**config.mk**
```make
export PLATFORM = sky130hd
export DESIGN_NAME = slc_fifo
export DESIGN_NICKNAME = d
export VERILOG_FILES = /design/src/rtl/slc_fifo.sv
export SDC_FILE = /design/constraint.sdc
export NUM_CORES = 1
export LEC_CHECK = 0
export BUFFER_PORTS_ARGS = -buffer_cell sky130_fd_sc_hd__buf_4
export CELL_PAD_IN_SITES_DETAIL_PLACEMENT = 1
export CELL_PAD_IN_SITES_GLOBAL_PLACEMENT = 1
export CORE_MARGIN = 5
export CORE_UTILIZATION = 40
export DETAILED_ROUTE_END_ITERATION = 16
export PLACE_DENSITY_LB_ADDON = 0.15
export SYNTH_ARGS = -nofsm -noshare
export SYNTH_HDL_FRONTEND = slang
export SYNTH_SLANG_ARGS = --single-unit
```
**constraint.sdc**
```tcl
create_clock -name clk -period 1.4 [get_ports clk]
set_input_delay 0.28 -clock clk [delete_from_list [all_inputs] [get_ports clk]]
set_output_delay 0.28 -clock clk [all_outputs]
set_load 0.01 [all_outputs]
```
**src/rtl/slc_fifo.sv**
```systemverilog
// Two-entry request queue between the front end and the back end.
// No dependencies.
module slc_fifo #(
  parameter int WIDTH = 8
) (
  input  logic             clk,
  input  logic             rst_n,
  input  logic             push,
  input  logic [WIDTH-1:0] push_data,
  output logic             full,
  input  logic             pop,
  output logic             not_empty,
  output logic [WIDTH-1:0] pop_data
);

  logic [WIDTH-1:0] entry_r [2];
  logic             wr_ptr_r, rd_ptr_r;
  logic [1:0]       count_r;

  assign full      = (count_r == 2'd2);
  assign not_empty = (count_r != 2'd0);
  assign pop_data  = entry_r[rd_ptr_r];

  always_ff @(posedge clk) begin
    if (!rst_n) begin
      wr_ptr_r <= 1'b0;
      rd_ptr_r <= 1'b0;
      count_r  <= 2'd0;
    end else begin
      if (push) begin
        wr_ptr_r <= ~wr_ptr_r;
      end
      if (pop) begin
        rd_ptr_r <= ~rd_ptr_r;
      end
      case ({push, pop})
        2'b10:   count_r <= count_r + 2'd1;
        2'b01:   count_r <= count_r - 2'd1;
        default: count_r <= count_r;
      endcase
    end
  end

  always_ff @(posedge clk) begin
    if (push) begin
      entry_r[wr_ptr_r] <= push_data;
    end
  end

endmodule

```
== Word level (Yosys, flattened, before mapping) ==
Memories as Yosys holds them, arrays and structs flattened. A register that Yosys moved wholly into a read port is not among the register bits.
Cells that the tools add are included.

* Word-level logic and storage cells: 18
* Latch bits: 0
* Input port bits: 12
* RAM bits: 16
* Memory bits (read-only): 0
* Output and inout port bits: 10
* Memories kept: 1
* Flip-flop bits (word level): 4

* Equal/unequal tests: 3
* Shift operators: 0
* Reductions and logical operators: 2
* Bitwise logic cells: 2
* Add/sub/neg operators: 2
* Div/mod/pow operators: 0
* Muxes and demuxes: 5
* $lt $le $gt $ge: 0
* $mul: 0

{| class="wikitable"
|+ Memory list
! name !! depth !! width !! rd ports !! clocked after Yosys merged registers in !! write ports !! line !! text
|-
| entry_r || 2 || 8 || 1 || 1 || 1 || 16 || <nowiki>logic [WIDTH-1:0] entry_r [2];</nowiki>
|}

{| class="wikitable"
|+ Operators with widths
! operator !! number
|-
| 2-bit equality test, second input constant || 2
|-
| 1-bit 2-to-1 mux || 4
|-
| 2-bit one-hot mux with 2 select lines || 1
|-
| 2-bit nonzero test || 2
|-
| 2-bit by 1-bit adder with 2-bit output, second input constant || 1
|-
| 2-bit by 1-bit equality test with 1-bit output, second input constant || 1
|-
| 1-bit NOT || 2
|-
| 2-bit by 1-bit subtractor with 2-bit output, second input constant || 1
|}

== Logic depth before layout (Yosys ltp) ==
Gate-level depths: netlist of the first run.

* Word-level depth: 3
* Depth in mapped cells: 5
* Gate-level depth less buffers: 5

== Least setup slack after synthesis of the first run ==
Ideal clock, no wire load.

* Kind: in2reg
* From: in push
* To: reg count_r[1]
* Arrival: 1082 ps
* Path buffers: 0
* Required time: 1330 ps
* Library setup time: 70 ps
* Stages on the path: 4
* Setup slack: 248 ps
* Path through: inv_1 -> ha_1 -> or3_1 -> a21boi_1

* Cells in the longest elaborated chain, start to end: 2
* Elaborated cells between the ends (all ways): 4
* Those cells by class: eq/ne: 2; mux: 1; reduce/logical: 1

{| class="wikitable"
|+ Ends and longest elaborated chain
! item !! line !! text
|-
| start, declared || 8 || <nowiki>input logic push,</nowiki>
|-
| 2-bit by 1-bit equality test with 1-bit output or 2-bit equality test (tied branches) || 36 || <nowiki>case ({push, pop})</nowiki>
|-
| 2-bit one-hot mux with 2 select lines or 2-bit nonzero test (tied branches) || -- ||
|-
| end signal, assigned || 37 || <nowiki>2'b10: count_r <= count_r + 2'd1;</nowiki>
|-
| end signal, assigned || 38 || <nowiki>2'b01: count_r <= count_r - 2'd1;</nowiki>
|-
| end signal, assigned || 39 || <nowiki>default: count_r <= count_r;</nowiki>
|-
| end, declared || 18 || <nowiki>logic [1:0] count_r;</nowiki>
|}

Several ways; a longest one is shown, not always the timed one.
A chain may end at the register's enable or synchronous reset.

==> metrics, run 1 <==
status finished, violations left; failing checks setup timing; required time of the critical path about 1100 ps; clock tree buffer depth 2; P_leak about 0.45 nW; Placed Cells 96; total grt overflow 0; Synth top area share 60.5%; #FFs+latches synth 21; Final HPWL DP ~1 mm; Worst Setup End Kind output port; max-cap violations 0; Worst Reg-to-Reg Cells 1; CTS Hold Bufs 0; synth unique cells 17; GPL Wtd Cong about 0.67; Synthesized Nets 60; Clock Latency Late Sink slightly below 300 ps; area grow syn2layout 37.2%; synthesized area approximately 790 sq um; hold path depth 1; vias per inst around 4.7; Clock Pin Slew Worst Setup and Hold Paths around 110 ps; Area contributors post-synth edfxtp_1, dfxtp_1, mux2_2, and2_1, xnor2_1; diode count 0; PortBufs 21; Synth area leader edfxtp_1; max frequency between 600 and 700 MHz; Die Y 54.6 microns; Least-Margin Pin Slew roughly 380 ps; Avg WL per Cell ~14 microns; WP data arrival around 1200 ps; critical path launch point type register; Syn Inst Count 47; largest net degree at the start of global routing 13; footprint of the multi-input gates approximately 240 sq um; H-tree depth 1; Fin. Hold Viols 0; Seq/Total Area, Yosys roughly 73%; Sequential Area 587 sq um; Peak VDD IR 0.000836 V; fin cells 100; max-slew violation count 0; effective utilization at floorplan approximately two fifths; # Post-CTS Setup Buffers 0; RSZ-0062 raised after global routing true; total power draw between 1 and 1.5 mW; DR vias about 470; YS warnings 0; DRT iter0 DRCs 10; core area approximately 1900 sq um; Pre-antenna DRT Iters 4; worst setup path class reg2out; die area between 2000 and 3000 sq um; final setup fails 8; initial antenna violation count 0; Die W between 50 and 60 microns; power per cell area around 1100 nW/um^2; relative slew slack between 70% and 80%; Final period util 105%; CP Max Fanout 8; antenna-violating nets left 0; CTS tree yes; # fillers ~200; io pins 22; nets 87; pre-CTS setup slack 73.8 ps; first-pass GRT wire length 2.15 mm; final wirelength 1.36 mm; CTS sink cnt 21; Clock Skew around 4.7 ps; row cnt 16; minimum clock period 1470 ps; clock root buffer clkbuf_4; vias in the first global route approximately 510; residual DRC count 0; Avg Cell Area, Syn about 17 sq um; Min-Delay Path Class in2reg; overall routing resource usage about a tenth; Num CTS Buffers 3; post-route worst setup slack -72.1 ps; post-CTS resize count 18; layout cells sized above 1 around 55%
## registers in the layout, summed over array words and instances, names as in the netlist, named ones only
register and flops:
entry_r 16, count_r 2, rd_ptr_r 1, wr_ptr_r 1
## Yosys cell counts
cell type	count
edfxtp_1	16
mux2_2	8
dfxtp_1	5
and2_1	4
xnor2_1	2
a21boi_1	1
and2b_2	1
buf_2	1
ha_1	1
inv_1	1
nor2_1	1
nor2b_1	1
o21a_1	1
o21ai_0	1
or2_2	1
or3_1	1
xor2_1	1
## layer usage
layer / wire [microns] / track usage (%) / vias to the layer above / part of all wire (%)
met5: 0 / 0 / - / 0
met4: 9 / 3.73 / 0 / 0.66
met3: 41 / 2.45 / 2 / 3.0
met2: 738 / 19.9 / 11 / 54
met1: 574 / 11.4 / 235 / 42
li1: - / - / 223 / -
## cells in the final DEF, fill, tap and decap left out
cell type  count
nor2_1         1
and2_1         4
and2b_2        1
dfxtp_4        1
or2_2          1
ha_1           1
clkinv_2       1
or3_1          1
xnor2_1        2
inv_1          1
edfxtp_1      16
dfxtp_1        2
o21ai_0        1
mux2_4         8
buf_6          8
dfxtp_2        2
a21boi_1       1
clkbuf_4       3
nor2b_1        1
o21a_1         1
buf_4         15
xor2_1         1
## cell families after synthesis
group                      after synthesis  synth area share [%]
DFF                                     21                  73.1
adders and majority gates                1                  1.57
muxes                                    8                  11.3
buffers and inverters                    2                  1.10
xor gates and xnor gates                 3                  3.31
AOI/OAI and AO/OA                        3                  2.52
and+or+nand+nor                          9                  7.09
## worst max-delay path, stage by stage (launching register included)
cell and delay [ps]:
dfxtp_4 450, mux2_4 320, buf_6 120
## path summary, 6_finish.rpt
| check | from | endpoint | slack, ps |
|---|---|---|---|
| setup / recovery | register | pop_data[7] | -70 |
| hold / removal | push_data[2] | entry_r[1][2] | 160 |
| setup reg to reg | wr_ptr_r | entry_r[1][6] | 360 |
| hold reg to reg | count_r[1] | count_r[1] | 500 |
## power by group
part	switching, mW	total, mW	internal, mW	leakage (nW)
Clock	0.172	0.278	0.106	0.0177
Sequential	0.0283	0.743	0.715	0.193
Combinational	0.0807	0.228	0.147	0.236
Total	0.281	1.25	0.968	0.446
## per-stage QoR
stage	area, sq um	TNS [ps]	hold slack [ps]	utilization, %
after CTS	1090	-673	153	56.6
after global placement	996	0	467	51.8
after floorplan	795	0	379	-
after detailed placement	996	0	469	51.8
after global routing	1090	-990	134	56.7
final	1090	-555	163	56.7
## area by class of cell
class / instances / area share, %
Sequential cell: 21 / 53.8
Clock buffer: 3 / 2.07
Inverter: 1 / 0.344
Multi-Input combinational cell: 24 / 21.6
Tap cell: 27 / 3.10
Timing Repair Buffer: 23 / 18.6
Clock inverter: 1 / 0.459
No activity file was read; power rests on OpenSTA's default activity.
==> run 2, diff against run 1 <==
==> constraint.sdc (replaced) <==
create_clock -name clk -period 1.4 [get_ports clk]
set_input_delay 0 -clock clk [delete_from_list [all_inputs] [get_ports clk]]
set_output_delay 0 -clock clk [all_outputs]
set_load 0.01 [all_outputs]
==> run 2 against run 1 <==
  * The flow now finishes without violations
  * Final area rose by 2.3%
  * Clock power hardly changed
  * Sequential share of layout area decreased by 1.7 points
  * Utilization increased by 1.3 points
  * Largest power group unchanged
==> metrics, run 2 (synthesized netlist as in run 1, its figures left out) <==
status complete, no violations; relative slew slack 74.2%; Final HPWL DP roughly 1.1 mm; first-pass GRT wire length ~2.4 mm; effective utilization at floorplan roughly two fifths; CP Max Fanout 8; DR vias between 400 and 500; PortBufs 21; family with the most delay on the worst path flip-flops; vias per inst about 4.4; Cell Chain, Critical Path mux2_2 -> buf_4; Pre-antenna DRT Iters 3; initial antenna violation count 0; Worst Setup End Kind output port; core area 1920 sq um; Clock Latency Late Sink about 290 ps; die area approximately 3000 sq um; Die Y ~55 microns; Min-Delay Path Class in2reg; Top Registers entry_r: 16 flops, count_r: 2 flops; Fin. Hold Viols 0; worst setup path class reg2out; Peak VDD IR 0.000652 V; Final period util 89.8%; minimum clock period roughly 1300 ps; # fillers 208; setup TNS 0 ps; clock tree buffer depth 2; max frequency about 800 MHz; max-slew violation count 0; Clock Skew around 1.7 ps; largest net degree at the start of global routing 13; vias in the first global route roughly 510; WP data arrival 1260 ps; final setup fails 0; io pins 22; CTS tree yes; Top reg by flops entry_r; most frequent cells in the layout buf_4, edfxtp_1, dlygate4sd3_1; Least-Margin Pin Slew slightly below 400 ps; layout cells sized above 1 a little under half; P_leak between 0.4 and 0.5 nW; post-route worst setup slack approximately 140 ps; Max stage delay on crit path roughly 450 ps; diode count 0; Die W between 50 and 60 microns; RSZ-0062 raised after global routing false; Clock Pin Slew Worst Setup and Hold Paths about 110 ps; power per cell area around 1100 nW/um^2; CP max stage cell dfxtp_2; Num CTS Buffers 3; pre-CTS setup slack between 300 and 400 ps; clock root buffer clkbuf_4; row cnt 16; total grt overflow 0; nets 96; max-cap violations 0; area grow syn2layout 40.3%; Avg WL per Cell roughly 14 microns; critical path launch point type register; residual DRC count 0; number of buffers and inverters on the critical path 1; final wirelength 1.53 mm; required time of the critical path roughly 1400 ps; DRT iter0 DRCs 2; H-tree depth 1; antenna-violating nets left 0; overall routing resource usage between 10% and 20%; CTS sink cnt 21; most common cell after layout, fill and taps aside buf_4; GPL Wtd Cong roughly 0.67; Largest register FFs 16
run 2: changes by cell type in the layout (fill, tap and decap cells not counted), sizes merged:
cell,delta
dlygate4sd3,+9
run 2: stage by stage:
step           util (%)  total power, mW  cell area, sq um  hold WS (ps)  std cells
5_1_grt            58.0             1.31              1110          3.85        109
4_1_cts            58.0             1.25              1110          12.7        109
2_1_floorplan         -            0.847               795          98.9         47
3_3_place_gp       51.8            0.943               996           191         96
3_5_place_dp       51.8            0.951               996           187         96
6_report           58.0             1.23              1110          21.2        109
run 2: layout make-up:
cell class,count,area [sq um],share of cell area [%]
Sequential cell,21,582,52.2
Multi-Input combinational cell,24,205,18.4
Timing Repair Buffer,32,263,23.6
Inverter,1,3.75,0.337
Tap cell,27,33.8,3.03
Clock buffer,3,22.5,2.02
Clock inverter,1,5.00,0.449
run 2: what timing repair did:
action,in CTS,in global routing
buffers inserted,0,0
endpoints found under the hold margin,21,0
hold buffers,9,0
gates resized for setup,1,0
endpoints found under the setup margin,1,0
run 2: final timing paths:
path	startpoint	end	slack (ps)	cells past startpoint
setup / recovery	register	pop_data[6]	140	2
hold / removal	push	wr_ptr_r	20	3
setup reg to reg	wr_ptr_r	entry_r[1][6]	350	1
hold reg to reg	count_r[1]	count_r[1]	510	2
run 2: worst min-delay path: cells and delay by family:
kind            cells  cell delay (ps)
simple gates        1               40
buf+inv             1               90
compound gates      1              150
run 2: where the power goes:
group | internal [mW] | switching (mW) | leakage, nW
Combinational | 0.135 | 0.0805 | 0.233
Clock | 0.106 | 0.173 | 0.0177
Sequential | 0.713 | 0.0244 | 0.192
run 2: routing by layer:
layer | part of all wire [%] | up-vias | global-route usage (%)
met4 | 0.78 | 0 | 4.98
met3 | 3.7 | 2 | 2.45
li1 | - | 239 | -
met1 | 37 | 230 | 12.9
met5 | 0 | - | 0
met2 | 58 | 11 | 22.3
